[src/hdl/rate_monotonic_ready_queue_unit_macros.svh]
// Assertion helpers used by rmrq_dp.
`ifndef RATE_MONOTONIC_READY_QUEUE_UNIT_MACROS_SVH
`define RATE_MONOTONIC_READY_QUEUE_UNIT_MACROS_SVH

// Same-cycle implication, checked out of reset.
`define RMRQ_ASSERT_IMPL(label, ante, cons, msg) \
    label: assert property (@(posedge clk) disable iff (!rst_n) (ante) |-> (cons)) \
        else $error(msg);

// Next-cycle implication, checked out of reset.
`define RMRQ_ASSERT_NEXT(label, ante, cons, msg) \
    label: assert property (@(posedge clk) disable iff (!rst_n) (ante) |=> (cons)) \
        else $error(msg);

`endif

[src/hdl/rmrq_pkg.sv]
`timescale 1ns / 1ps
`default_nettype none
package rmrq_pkg;

    localparam int MAX_THREADS    = 16;
    localparam int THREAD_ID_BITS = 8;
    localparam int PERIOD_BITS    = 16;
    localparam int SLOT_BITS      = $clog2(MAX_THREADS);
    localparam int CNT_BITS       = $clog2(MAX_THREADS + 1);

    localparam int IN_BITS   = 3 + THREAD_ID_BITS + PERIOD_BITS + 3;
    localparam int IN_BYTES  = (IN_BITS + 7) / 8;
    localparam int OUT_BITS  = 2 + THREAD_ID_BITS + 3 + CNT_BITS;
    localparam int OUT_BYTES = (OUT_BITS + 7) / 8;

    localparam int CFG_IDX_BITS = 1;
    localparam logic [CFG_IDX_BITS-1:0] CFG_ALWAYS_BLOCK_WAKE = 1'd0;
    localparam logic [CFG_IDX_BITS-1:0] CFG_PREEMPTIVE_MODE   = 1'd1;

    // event codes
    localparam logic [2:0] FN_NEW      = 3'd0;
    localparam logic [2:0] FN_UNBLOCK  = 3'd1;
    localparam logic [2:0] FN_SET      = 3'd2;
    localparam logic [2:0] FN_EXIT     = 3'd3;
    localparam logic [2:0] FN_DISPATCH = 3'd4;
    localparam logic [2:0] FN_OUTCOME  = 3'd5;

    // bounds of the outcome code range (inclusive) that requeues the running thread
    localparam logic [2:0] OC_PREEMPTED = 3'd2;
    localparam logic [2:0] OC_MESSAGE   = 3'd5;

    localparam logic [1:0] ST_OK      = 2'd0;
    localparam logic [1:0] ST_UNKNOWN = 2'd1;
    localparam logic [1:0] ST_FULL    = 2'd2;
    localparam logic [1:0] ST_NO_RUN  = 2'd3;

    typedef enum logic [3:0] {
        OP_NONE,
        OP_LATCH,
        OP_STATUS,
        OP_SEL_FOUND,
        OP_ALLOC,
        OP_SEL_HEAD,
        OP_SEL_RUN,
        OP_CLR_RUN,
        OP_REMOVE,
        OP_SETPER,
        OP_FREE,
        OP_DISP,
        OP_WALK_INIT,
        OP_STEP,
        OP_INSERT,
        OP_LOAD_OUT
    } op_t;

    typedef struct packed {
        op_t        op;
        logic [1:0] status;
    } cmd_t;

    typedef struct packed {
        logic [2:0] func;
        logic       found;
        logic       free_ok;
        logic       len_zero;
        logic       len_full;
        logic       run_valid;
        logic       requeue_ok;
        logic       tgt_queued;
        logic       was_queued;
        logic       walk_end;
        logic       walk_hit;
    } stat_t;

endpackage
`default_nettype wire

[src/hdl/rmrq_dp.sv]
`timescale 1ns / 1ps
`default_nettype none
module rmrq_dp (
    input  wire logic                                   clk,
    input  wire logic                                   rst_n,
    input  wire rmrq_pkg::cmd_t                         cmd,
    output rmrq_pkg::stat_t                             stat,
    input  wire logic [rmrq_pkg::IN_BYTES*8-1:0]        in_data,
    output logic      [rmrq_pkg::OUT_BYTES*8-1:0]       out_data,
    input  wire logic                                   cfg_we,
    input  wire logic [rmrq_pkg::CFG_IDX_BITS-1:0]      cfg_idx,
    input  wire logic                                   cfg_val
);
    import rmrq_pkg::*;
    `include "rate_monotonic_ready_queue_unit_macros.svh"

    logic [2:0]                func_reg;
    logic [THREAD_ID_BITS-1:0] id_reg;
    logic [PERIOD_BITS-1:0]    per_reg;
    logic [2:0]                oc_reg;

    logic [MAX_THREADS-1:0]    used_reg, queued_reg;
    logic [THREAD_ID_BITS-1:0] thread_reg [MAX_THREADS];
    logic [PERIOD_BITS-1:0]    period_reg [MAX_THREADS];
    logic [SLOT_BITS-1:0]      order_reg  [MAX_THREADS];
    logic [CNT_BITS-1:0]       len_reg;
    logic [SLOT_BITS-1:0]      run_slot_reg;
    logic                      run_valid_reg;

    logic [SLOT_BITS-1:0]      tgt_reg;
    logic [CNT_BITS-1:0]       cursor_reg;
    logic                      was_queued_reg;
    logic                      abw_reg, pm_reg;

    logic [1:0]                st_reg;
    logic [THREAD_ID_BITS-1:0] chosen_reg;
    logic                      cvalid_reg, wob_reg, timed_reg;
    logic [OUT_BITS-1:0]       out_reg;

    // lookup by id, lowest free slot and queue position of the target
    logic [SLOT_BITS-1:0] found_idx, free_idx, rm_pos;
    logic                 found, free_ok, rm_hit;
    always_comb
    begin
        found_idx = '0;
        free_idx  = '0;
        rm_pos    = '0;
        found     = 1'b0;
        free_ok   = 1'b0;
        rm_hit    = 1'b0;
        for (int i = MAX_THREADS - 1; i >= 0; i--)
        begin
            if (used_reg[i] && thread_reg[i] == id_reg)
            begin
                found     = 1'b1;
                found_idx = SLOT_BITS'(i);
            end
            if (!used_reg[i])
            begin
                free_ok  = 1'b1;
                free_idx = SLOT_BITS'(i);
            end
            if (CNT_BITS'(i) < len_reg && order_reg[i] == tgt_reg)
            begin
                rm_hit = 1'b1;
                rm_pos = SLOT_BITS'(i);
            end
        end
    end

    logic [SLOT_BITS-1:0] cur_idx;
    assign cur_idx = cursor_reg[SLOT_BITS-1:0];

    // compare target period against the entry under the walk cursor
    logic per_reg_tgt_le;
    assign per_reg_tgt_le = period_reg[tgt_reg] <= period_reg[order_reg[cur_idx]];

    always_comb
    begin
        stat.func       = func_reg;
        stat.found      = found;
        stat.free_ok    = free_ok;
        stat.len_zero   = (len_reg == '0);
        stat.len_full   = (len_reg >= CNT_BITS'(MAX_THREADS));
        stat.run_valid  = run_valid_reg;
        stat.requeue_ok = (oc_reg inside {[OC_PREEMPTED:OC_MESSAGE]}) && used_reg[run_slot_reg];
        stat.tgt_queued = queued_reg[tgt_reg];
        stat.was_queued = was_queued_reg;
        stat.walk_end   = (cursor_reg == len_reg);
        stat.walk_hit   = per_reg_tgt_le;
    end

    always_ff @(posedge clk or negedge rst_n)
    begin
        if (!rst_n)
        begin
            used_reg      <= '0;
            queued_reg    <= '0;
            len_reg       <= '0;
            run_slot_reg  <= '0;
            run_valid_reg <= 1'b0;
            abw_reg       <= 1'b1;
            pm_reg        <= 1'b0;
        end
        else
        begin
            if (cfg_we)
            begin
                case (cfg_idx)
                    CFG_ALWAYS_BLOCK_WAKE: abw_reg <= cfg_val;
                    CFG_PREEMPTIVE_MODE:   pm_reg  <= cfg_val;
                    default: ;
                endcase
            end
            case (cmd.op)
                OP_ALLOC:
                begin
                    used_reg[free_idx]   <= 1'b1;
                    queued_reg[free_idx] <= 1'b0;
                end
                OP_SEL_RUN, OP_CLR_RUN: run_valid_reg <= 1'b0;
                OP_REMOVE:
                begin
                    if (queued_reg[tgt_reg])
                    begin
                        queued_reg[tgt_reg] <= 1'b0;
                        if (rm_hit)
                            len_reg <= len_reg - 1'b1;
                    end
                end
                OP_FREE:
                begin
                    used_reg[tgt_reg] <= 1'b0;
                    if (run_valid_reg && run_slot_reg == tgt_reg)
                        run_valid_reg <= 1'b0;
                end
                OP_DISP:
                begin
                    run_slot_reg  <= tgt_reg;
                    run_valid_reg <= 1'b1;
                end
                OP_INSERT:
                begin
                    queued_reg[tgt_reg] <= 1'b1;
                    len_reg             <= len_reg + 1'b1;
                end
                default: ;
            endcase
        end
    end

    // payload and table contents
    always_ff @(posedge clk)
    begin
        case (cmd.op)
            OP_LATCH:
            begin
                func_reg   <= in_data[2:0];
                id_reg     <= in_data[3 +: THREAD_ID_BITS];
                per_reg    <= in_data[3 + THREAD_ID_BITS +: PERIOD_BITS];
                oc_reg     <= in_data[3 + THREAD_ID_BITS + PERIOD_BITS +: 3];
                st_reg     <= ST_OK;
                chosen_reg <= '0;
                cvalid_reg <= 1'b0;
                wob_reg    <= 1'b0;
                timed_reg  <= 1'b0;
            end
            OP_STATUS:    st_reg  <= cmd.status;
            OP_SEL_FOUND: tgt_reg <= found_idx;
            OP_ALLOC:
            begin
                tgt_reg              <= free_idx;
                thread_reg[free_idx] <= id_reg;
            end
            OP_SEL_HEAD:  tgt_reg <= order_reg[0];
            OP_SEL_RUN:   tgt_reg <= run_slot_reg;
            OP_REMOVE:
            begin
                was_queued_reg <= queued_reg[tgt_reg];
                if (queued_reg[tgt_reg] && rm_hit)
                begin
                    for (int i = 0; i < MAX_THREADS - 1; i++)
                        if (SLOT_BITS'(i) >= rm_pos)
                            order_reg[i] <= order_reg[i + 1];
                end
            end
            OP_SETPER:    period_reg[tgt_reg] <= per_reg;
            OP_DISP:
            begin
                chosen_reg <= thread_reg[tgt_reg];
                cvalid_reg <= 1'b1;
                wob_reg    <= abw_reg || (len_reg != '0);
                timed_reg  <= pm_reg;
            end
            OP_WALK_INIT: cursor_reg <= '0;
            OP_STEP:      cursor_reg <= cursor_reg + 1'b1;
            OP_INSERT:
            begin
                for (int i = 0; i < MAX_THREADS; i++)
                begin
                    if (CNT_BITS'(i) == cursor_reg)
                        order_reg[i] <= tgt_reg;
                    else if (CNT_BITS'(i) > cursor_reg && i > 0)
                        order_reg[i] <= order_reg[i - 1];
                end
            end
            OP_LOAD_OUT:
                out_reg <= {len_reg, timed_reg, wob_reg, cvalid_reg, chosen_reg, st_reg};
            default: ;
        endcase
    end

    assign out_data = {{(OUT_BYTES*8-OUT_BITS){1'b0}}, out_reg};

    `RMRQ_ASSERT_IMPL(a_len_range, 1'b1, len_reg <= CNT_BITS'(MAX_THREADS), "queue length overflow")
    `RMRQ_ASSERT_IMPL(a_len_marks, 1'b1, $countones(queued_reg) == int'(len_reg), "queue marks disagree")
    `RMRQ_ASSERT_IMPL(a_queued_used, 1'b1, (queued_reg & ~used_reg) == '0, "queued slot not in use")
    `RMRQ_ASSERT_NEXT(a_insert_grow, cmd.op == OP_INSERT, len_reg == $past(len_reg) + 1'b1, "insert lost")

endmodule
`default_nettype wire

[src/hdl/rmrq_ctrl.sv]
`timescale 1ns / 1ps
`default_nettype none
module rmrq_ctrl (
    input  wire logic           clk,
    input  wire logic           rst_n,
    input  wire logic           in_valid,
    output logic                in_ready,
    output logic                out_valid,
    input  wire logic           out_ready,
    input  wire rmrq_pkg::stat_t stat,
    output rmrq_pkg::cmd_t      cmd
);
    import rmrq_pkg::*;

    typedef enum logic [3:0] {
        S_IDLE, S_DECODE, S_REMOVE, S_SETPER, S_FREE, S_DISP, S_WSTART, S_WALK, S_DONE
    } state_t;

    state_t state_reg, state_next;
    logic   out_valid_reg, out_valid_next;

    always_comb
    begin
        state_next     = state_reg;
        out_valid_next = out_valid_reg && !out_ready;
        cmd            = '{op: OP_NONE, status: ST_OK};
        case (state_reg)
            S_IDLE:
            begin
                if (in_valid)
                begin
                    cmd.op     = OP_LATCH;
                    state_next = S_DECODE;
                end
            end
            S_DECODE:
            begin
                state_next = S_DONE;
                case (stat.func)
                    FN_NEW:
                    begin
                        if (stat.found)
                        begin
                            cmd.op     = OP_SEL_FOUND;
                            state_next = S_REMOVE;
                        end
                        else if (stat.free_ok)
                        begin
                            cmd.op     = OP_ALLOC;
                            state_next = S_SETPER;
                        end
                        else
                            cmd = '{op: OP_STATUS, status: ST_FULL};
                    end
                    FN_UNBLOCK, FN_SET, FN_EXIT:
                    begin
                        if (stat.found)
                        begin
                            cmd.op     = OP_SEL_FOUND;
                            state_next = (stat.func == FN_UNBLOCK) ? S_WSTART : S_REMOVE;
                        end
                        else
                            cmd = '{op: OP_STATUS, status: ST_UNKNOWN};
                    end
                    FN_DISPATCH:
                    begin
                        if (stat.len_zero)
                            cmd.op = OP_CLR_RUN;
                        else
                        begin
                            cmd.op     = OP_SEL_HEAD;
                            state_next = S_REMOVE;
                        end
                    end
                    FN_OUTCOME:
                    begin
                        if (!stat.run_valid)
                            cmd = '{op: OP_STATUS, status: ST_NO_RUN};
                        else if (stat.requeue_ok)
                        begin
                            cmd.op     = OP_SEL_RUN;
                            state_next = S_WSTART;
                        end
                        else
                            cmd.op = OP_CLR_RUN;
                    end
                    default: ;
                endcase
            end
            S_REMOVE:
            begin
                cmd.op = OP_REMOVE;
                case (stat.func)
                    FN_EXIT:     state_next = S_FREE;
                    FN_DISPATCH: state_next = S_DISP;
                    default:     state_next = S_SETPER;
                endcase
            end
            S_SETPER:
            begin
                cmd.op     = OP_SETPER;
                state_next = (stat.func == FN_NEW || stat.was_queued) ? S_WSTART : S_DONE;
            end
            S_FREE:
            begin
                cmd.op     = OP_FREE;
                state_next = S_DONE;
            end
            S_DISP:
            begin
                cmd.op     = OP_DISP;
                state_next = S_DONE;
            end
            S_WSTART:
            begin
                if (stat.tgt_queued || stat.len_full)
                    state_next = S_DONE;
                else
                begin
                    cmd.op     = OP_WALK_INIT;
                    state_next = S_WALK;
                end
            end
            S_WALK:
            begin
                if (stat.walk_end || stat.walk_hit)
                begin
                    cmd.op     = OP_INSERT;
                    state_next = S_DONE;
                end
                else
                    cmd.op = OP_STEP;
            end
            S_DONE:
            begin
                if (!out_valid_reg || out_ready)
                begin
                    cmd.op         = OP_LOAD_OUT;
                    out_valid_next = 1'b1;
                    state_next     = S_IDLE;
                end
            end
            default: state_next = S_IDLE;
        endcase
    end

    always_ff @(posedge clk or negedge rst_n)
    begin
        if (!rst_n)
        begin
            state_reg     <= S_IDLE;
            out_valid_reg <= 1'b0;
        end
        else
        begin
            state_reg     <= state_next;
            out_valid_reg <= out_valid_next;
        end
    end

    assign in_ready  = (state_reg == S_IDLE);
    assign out_valid = out_valid_reg;

endmodule
`default_nettype wire

[src/hdl/rate_monotonic_ready_queue_unit.sv]
`timescale 1ns / 1ps
`default_nettype none
// Channel   Handshake                   Payload
// s_axis    s_axis_tvalid/tready        s_axis_tdata: one scheduling event
// m_axis    m_axis_tvalid/tready        m_axis_tdata: one result per event
// cfg       cfg_valid/cfg_ready         cfg_index, cfg_data
//
// Each event passes through latch, decode, its table steps and, when a thread is
// to be queued, a sorted-insert walk that reads one queue entry per cycle.
// Reset clears the slot table marks, queue length and running mark at once.
// A finished result sits in the output register; the next event is taken
// while it waits, and only the final load stalls until m_axis is free.
// Config writes are always ready and take effect the next cycle.
module rate_monotonic_ready_queue_unit (
    input  wire logic                           clk,
    input  wire logic                           rst_n,
    input  wire logic                           s_axis_tvalid,
    output logic                                s_axis_tready,
    // [2:0] func, [10:3] thread_id, [26:11] period_value, [29:27] outcome_code
    input  wire logic [rmrq_pkg::IN_BYTES*8-1:0]  s_axis_tdata,
    output logic                                m_axis_tvalid,
    input  wire logic                           m_axis_tready,
    // [1:0] status, [9:2] chosen_thread, [10] chosen_valid, [11] wake_on_block,
    // [12] timed_donation, [17:13] ready_count
    output logic      [rmrq_pkg::OUT_BYTES*8-1:0] m_axis_tdata,
    input  wire logic                           cfg_valid,
    output logic                                cfg_ready,
    input  wire logic [rmrq_pkg::CFG_IDX_BITS-1:0] cfg_index,
    input  wire logic                           cfg_data
);
    import rmrq_pkg::*;

    cmd_t  cmd;
    stat_t stat;

    assign cfg_ready = 1'b1;

    // sequencer: walks each event through its table steps
    rmrq_ctrl u_ctrl (
        .clk       (clk),
        .rst_n     (rst_n),
        .in_valid  (s_axis_tvalid),
        .in_ready  (s_axis_tready),
        .out_valid (m_axis_tvalid),
        .out_ready (m_axis_tready),
        .stat      (stat),
        .cmd       (cmd)
    );

    // thread table, sorted run queue and result register
    rmrq_dp u_dp (
        .clk      (clk),
        .rst_n    (rst_n),
        .cmd      (cmd),
        .stat     (stat),
        .in_data  (s_axis_tdata),
        .out_data (m_axis_tdata),
        .cfg_we   (cfg_valid && cfg_ready),
        .cfg_idx  (cfg_index),
        .cfg_val  (cfg_data)
    );

endmodule
`default_nettype wire
[config.mk]
export PLATFORM = sky130hd
export DESIGN_NAME = rate_monotonic_ready_queue_unit
export DESIGN_NICKNAME = d
export VERILOG_FILES = /design/src/hdl/rmrq_pkg.sv /design/src/hdl/rmrq_dp.sv /design/src/hdl/rmrq_ctrl.sv /design/src/hdl/rate_monotonic_ready_queue_unit.sv
export VERILOG_INCLUDE_DIRS = /design/src /design/src/hdl
export SDC_FILE = /design/constraint.sdc
export NUM_CORES = 1
export LEC_CHECK = 0
export BUFFER_PORTS_ARGS = -buffer_cell sky130_fd_sc_hd__buf_4
export CAP_MARGIN = 20
export CORE_ASPECT_RATIO = 0.5
export CORE_MARGIN = 2
export CORE_UTILIZATION = 40
export CTS_CLUSTER_DIAMETER = 40
export DETAILED_ROUTE_END_ITERATION = 6
export GPL_TIMING_DRIVEN = 1
export MAX_ROUTING_LAYER = met4
export PLACE_DENSITY = 0.55
export SETUP_SLACK_MARGIN = 0.4
export SYNTH_ARGS = -nofsm -noshare
export SYNTH_HDL_FRONTEND = slang
export SYNTH_SLANG_ARGS = --single-unit
[constraint.sdc]
create_clock -name clk -period 6.3 [get_ports clk]
set_input_delay 0.945 -clock clk [delete_from_list [all_inputs] [get_ports clk]]
set_output_delay 0.945 -clock clk [all_outputs]
set_load 0.03 [all_outputs]
==> flow_summary_export.csv, run 1 <==
group,metric,value,unit
setup_path,critPathMaxFanout,44,
grt,antenna_found_initial,0,
synthesis,seq_area_frac_synth,56.27,%
grt,grt-ovfl-total,0,
synthesis,async_flop_share,8.522,%
floorplan,rows,71,
cts,cts_max_level,3,
layout,instances_no_fill,3245,
timing,timing.final.crit_share,94.22,%
synthesis,yosysMostFrequentCell,"edfxtp_1",
timing,clock_skew,0.04160,ns
setup_path,cp_data_required_time,6.69,ns
synthesis,synth_edf_count,518,
synthesis,synth_cell_type_count,84,
timing,worstMarginPinSlew,1.084,ns
grt,grt_usage,21.82,%
placement,pre_cts_ws,-0.08373,ns
power_and_ir_drop,irDropWorstVdd,0.2150,mV
timing,setup_slack,0.3644,ns
synthesis,yosys.area.top_type,"edfxtp_1",
synthesis,syn-cell-area,30110,µm²
cts,cts.path.max_buffers,3,
routing,vias,18620,
timing,max_freq,168.5,MHz
routing,drt_wl_total,81.53,mm
setup_path,start_kind,"flop",
routing,final_antenna_net_count,0,
timing,slew_headroom,27.16,%
cts,cts_tree,"yes",
power_and_ir_drop,total_power,13.93,mW
power_and_ir_drop,cellPowerDensity,397.8,nW/µm²
timing,finalSetupTns,0,ns
layout,syn_to_final_growth,16.30,%
grt,grt_max_degree,50,
layout,final_area,35020,µm²
cts,clk_pin_slew,0.06,ns
layout,post-route-util,46.82,%
setup_path,cp-end-kind,"flop",
timing,final-hold-violation-count,0,
worst_hold_path,hold_class,"input port to async pin",
floorplan,core,74800,µm²
timing,period_needed,5.936,ns
placement,dp_cells,3100,
placement,place.gp.congestion,0.9477,
routing,drc,0,
layout,n_antenna_cell,0,
synthesis,synth_top_area_share,51.66,%
synthesis,yosys_register_bits,575,
synthesis,synth_area_leaders,"edfxtp_1 (52%), mux4_2 (15%), xnor2_1 (4.9%)",
setup_path,r2r_slack,0.36,ns
power_and_ir_drop,leakage,11.82,nW
timing,finalMaxSlewViolations,0,
floorplan,start_util,40.26,%
synthesis,yosys_warnings,0,
cts,numCtsBuffers,68,
floorplan,die_w,392.0,µm
timing,hold_ws,0.3369,ns
routing,vias_per_cell,5.739,
layout,drive_gt1_share,29.51,%
floorplan,dieArea,77620,µm²
placement,hpwl,53.18,mm
layout,largest_reg_flops,256,
placement,place_area,32020,µm²
timing,setup_viol,0,
synthesis,synth_ff_type,"edfxtp_1",
layout,nNetsFinal,2229,
floorplan,die_y,198.0,µm
placement,io_buffer_count,55,
run,drv_cap,0,
cts,cts.sinks,575,
cts,clockRootBuffer,"clkbuf_16",
setup_path,path_class,"flop to flop",
routing,dr.pass1.iters,5,
setup_path,critPathArrivalTime,6.33,ns
synthesis,postSynthCellCount,2038,
routing,drtIter0Drc,1800,
floorplan,ioPinCount,66,
timing,rsz0062_at_grt,"yes",
synthesis,syn_area_per_cell,14.77,µm²
grt,grt_pass1_wl,120.7,mm
grt,first_global_vias,18760,
synthesis,synthTopCellsByCount,"edfxtp_1 (518), mux4_2 (195), xnor2_1 (169), nor2_1 (137), nand2_1 (122)",
outcome,status,"completed",
cts,clk_latency,0.66,ns
routing,wl_per_cell,25.12,µm
## layer usage
metal | routed length, µm | GRT usage (%) | share of wire, %
met1 | 35890 | 29.49 | 44
met2 | 37670 | 33.16 | 46
met3 | 5285 | 4.394 | 6.5
met4 | 2686 | 7.137 | 3.3
met5 | 0 | - | 0
## placed cells by master, fill, tap and decap left out, types with 31 or more instances in the layout
master,n
a21oi_1,78
nand3_1,40
o21ai_0,41
nor3_1,35
xnor2_1,169
nand4_1,31
mux4_2,196
clkbuf_16,71
xor2_1,41
dfrtp_1,48
mux2_2,35
nand2_1,120
buf_4,165
mux2i_1,45
inv_1,35
edfxtp_1,518
nor2_1,117
## final cells by class
type	instances	area, µm²
multi-input combinational	1293	12640
inverter	37	138.9
tap	1022	1279
fill	6599	39780
timing repair buffer	193	1710
sequential	575	16960
clock buffer	86	1843
clock inverter	39	449.2
## cell families after synthesis
kind of cell    synth area share, %
flops                         56.27
simple gates                  7.600
mux                           20.00
compound gates                5.809
xor+xnor                      6.108
buf+inv                       3.278
fa+ha+maj                    0.9141
other cells                 0.02494
## path summary, 6_finish.rpt
kind	from	end	cells past startpoint
worst max-delay path	flop	u_dp.order_reg[10][1]	21
worst min-delay path	rst_n	u_dp.run_slot_reg[3]	1
worst max register to register	flop	u_dp.order_reg[10][1]	21
worst min register to register	u_dp.cvalid_reg	u_dp.out_reg[10]	0
max in group asynchronous	rst_n	u_dp.used_reg[2]	1
min in group clk	u_dp.cvalid_reg	u_dp.out_reg[10]	0
## critical path: stages, from the launching register on
cell,delay (ns)
dfxtp_4,0.37
buf_6,0.12
buf_4,0.11
mux4_1,0.60
mux4_4,0.64
buf_12,0.20
mux4_2,0.35
mux2_2,0.28
a21oi_2,0.14
ha_1,0.28
nand4_1,0.22
nor2_1,0.08
nor4_2,0.29
buf_4,0.18
a31oi_4,0.16
buf_6,0.18
or3_4,0.43
buf_6,0.16
nor2_4,0.08
buf_6,0.14
mux2_4,0.30
mux2_4,0.26
## power breakdown
part	internal [mW]	switching [mW]
Clock	2.27	1.75
Combinational	2.41	2.55
Sequential	4.53	0.424
Total	9.21	4.73
## repair_timing
action,4_1_cts,5_1_grt
gates cloned,3,0
pin swaps,5,21
buffers inserted,4,12
gates resized for setup,20,95
hold buffers,0,0
setup endpoints to repair,148,94
Power figures use the tool's default switching activity.
==> inputs of run 2 (changes only) <==
Settings changed: CTS_BUF_LIST from default to sky130_fd_sc_hd__clkbuf_2 sky130_fd_sc_hd__clkbuf_4 sky130_fd_sc_hd__clkbuf_8.
==> run 2 against run 1 <==
Combinational power about the same. Clock power down 14%. Global-route usage up 0.13 points. Hold slack worse by 0.12 ns. Clock skew up 0.0073 ns. First-iteration DRC count down 6.9%. Utilization down 0.51 points. Critical path depth up 1. Total power down 4.3%. Highest routed layer unchanged. Register-to-register slack worse by 0.05 ns. Flip-flop and latch count unchanged. Critical endpoint is now u_dp.order_reg[13][2].
==> flow_summary_export.csv, run 2 (same netlist as run 1, synthesis figures left out) <==
group,metric,value,unit
outcome,status,"completed",
setup_path,critPathMaxFanout,44,
floorplan,dieArea,77620,µm²
cts,clk_pin_slew,0.06,ns
power_and_ir_drop,p_int,8.750,mW
routing,drtIter0Drc,1675,
routing,drt_wl_total,81.61,mm
setup_path,r2r_slack,0.31,ns
floorplan,die_y,198.0,µm
placement,io_buffer_count,55,
power_and_ir_drop,total_power,13.33,mW
cts,cts.sinks,575,
run,drv_cap,0,
timing,timing.final.crit_share,95.05,%
timing,worstMarginPinSlew,0.9918,ns
floorplan,ioPinCount,66,
timing,rsz0062_at_grt,"yes",
worst_hold_path,hold_class,"input port to async pin",
layout,fillCellCount,6680,
power_and_ir_drop,cellPowerDensity,385.0,nW/µm²
setup_path,worst_path_largest_cell_delay,0.64,ns
timing,setup_slack,0.3119,ns
power_and_ir_drop,p_sw,4.584,mW
layout,nNetsFinal,2252,
setup_path,worst-path-buf-inv,8,
cts,numCtsBuffers,91,
grt,antenna_found_initial,1,
setup_path,critical_path.top_delay_family,"multiplexers",
setup_path,critPathArrivalTime,6.51,ns
layout,syn_to_final_growth,15.03,%
setup_path,path_class,"flop to flop",
power_and_ir_drop,irDropWorstVdd,0.2231,mV
timing,period_needed,5.988,ns
setup_path,start_kind,"flop",
timing,finalSetupTns,0,ns
setup_path,critical_path.slowest_cell,"mux4_4",
setup_path,cp-end-kind,"flop",
cts,cts_tree,"yes",
timing,max_freq,167.0,MHz
layout,drive_gt1_share,30.77,%
power_and_ir_drop,power_frac_clock,25.9,%
placement,place.gp.congestion,0.9477,
layout,layout_common_cells,"edfxtp_1 (518), mux4_2 (196), xnor2_1 (169)",
cts,clockRootBuffer,"clkbuf_8",
floorplan,core,74800,µm²
grt,grt_usage,21.95,%
routing,wl_per_cell,24.81,µm
power_and_ir_drop,leakage,11.72,nW
power_and_ir_drop,switching_share,34.38,%
routing,drc,0,
timing,finalMaxSlewViolations,0,
routing,vias,18710,
routing,dr.pass1.iters,6,
routing,vias_per_cell,5.690,
grt,grt_max_degree,50,
floorplan,start_util,40.26,%
cts,cts.path.max_buffers,3,
placement,pre_cts_ws,-0.08373,ns
timing,final-hold-violation-count,0,
grt,first_global_vias,18930,
layout,largest_reg_flops,256,
grt,grt-ovfl-total,0,
floorplan,die_w,392.0,µm
timing,clock_skew,0.04888,ns
setup_path,cp_common_cell,"buf_6",
routing,final_antenna_net_count,0,
cts,cts_max_level,3,
timing,slew_headroom,33.37,%
setup_path,crit_chain,"buf_6, buf_4, mux4_1, mux4_4, buf_12, mux4_2, mux2_2, a21oi_2, ha_1, nand4_1, buf_4, nor4_4, buf_4, a22o_1, a31oi_4, buf_6, or3_4, buf_6, nor2_4, buf_6, mux2_2, mux2_4",
layout,layout_commonest_cell,"edfxtp_1",
timing,setup_viol,0,
grt,grt_pass1_wl,121.1,mm
placement,hpwl,53.18,mm
power_and_ir_drop,pwr-share-comb,37.0,%
setup_path,cp_data_required_time,6.82,ns
cts,clk_latency,0.78,ns
power_and_ir_drop,power_frac_seq,37.1,%
floorplan,rows,71,
[run 2: cell types whose count changed in the layout (fill, tap and decap cells not counted), moves of 4 or more]
cell,change
mux2_2,+10
clkbuf_16,-71
clkinv_1,+12
mux2_4,-10
clkbuf_4,+35
clkinv_2,+6
inv_6,-7
clkinv_4,-5
clkinvlp_4,-5
clkbuf_1,-14
inv_8,-4
clkbuf_8,+96
[run 2: worst paths after layout]
path / from / to / cells past startpoint
worst min register to register: u_dp.chosen_reg[2] / u_dp.out_reg[4] / 0
worst min-delay path: rst_n / u_dp.len_reg[3] / 1
min in group clk: s_axis_tdata[22] / u_dp.per_reg[11] / 1
max in group asynchronous: rst_n / u_dp.used_reg[13] / 1
worst max-delay path: flop / u_dp.order_reg[13][2] / 22
worst max register to register: flop / u_dp.order_reg[13][2] / 22
[run 2: final cells by class]
| cell class | count | area, µm² | area share (%) |
|---|---|---|---|
| clock buffers | 132 | 1598 | 4.613 |
| repair buffers | 193 | 1734 | 5.006 |
| well taps | 1022 | 1279 | 3.692 |
| inverters | 37 | 138.9 | 0.4010 |
| flip-flops and latches | 575 | 16960 | 48.96 |
| clock inverters | 35 | 336.6 | 0.9717 |
| diodes | 2 | 5.005 | 0.01445 |
| multi-input cells | 1293 | 12590 | 36.34 |
[run 2: power by group through the flow]
stage | sequential [mW] | clock (mW) | combinational [mW]
after global placement | 5.02 | 0 | 4.40
final | 4.94 | 3.46 | 4.93
after global routing | 4.99 | 3.71 | 5.27
after floorplan | 4.78 | 0 | 3.25
after CTS | 4.95 | 3.54 | 4.65
after detailed placement | 5.02 | 0 | 4.41
[run 2: layer usage]
layer,up-vias,track usage (%),wire [µm]
met4,0,8.177,2883
met5,-,-,0
met1,9650,29.59,36350
met2,621,32.74,37010
met3,165,4.704,5367
li1,8278,-,-
[run 2: what timing repair did]
action | CTS | global route
buffers inserted | 2 | 14
hold buffers | 0 | 0
resized for setup | 21 | 86
endpoints found under the setup margin | 148 | 95
pin swaps | 5 | 18
cloned | 3 | 0
[run 2: metrics by stage]
step           hold slack (ns)  cells  instance area, µm²  utilization, %
2_1_floorplan           0.4003   2043               30130               -
3_3_place_gp            0.4032   3100               32020           42.81
3_5_place_dp            0.4045   3100               32020           42.81
4_1_cts                 0.1911   3272               34120           45.62
5_1_grt                 0.2323   3289               34640           46.31
6_report                0.2159   3289               34640           46.31
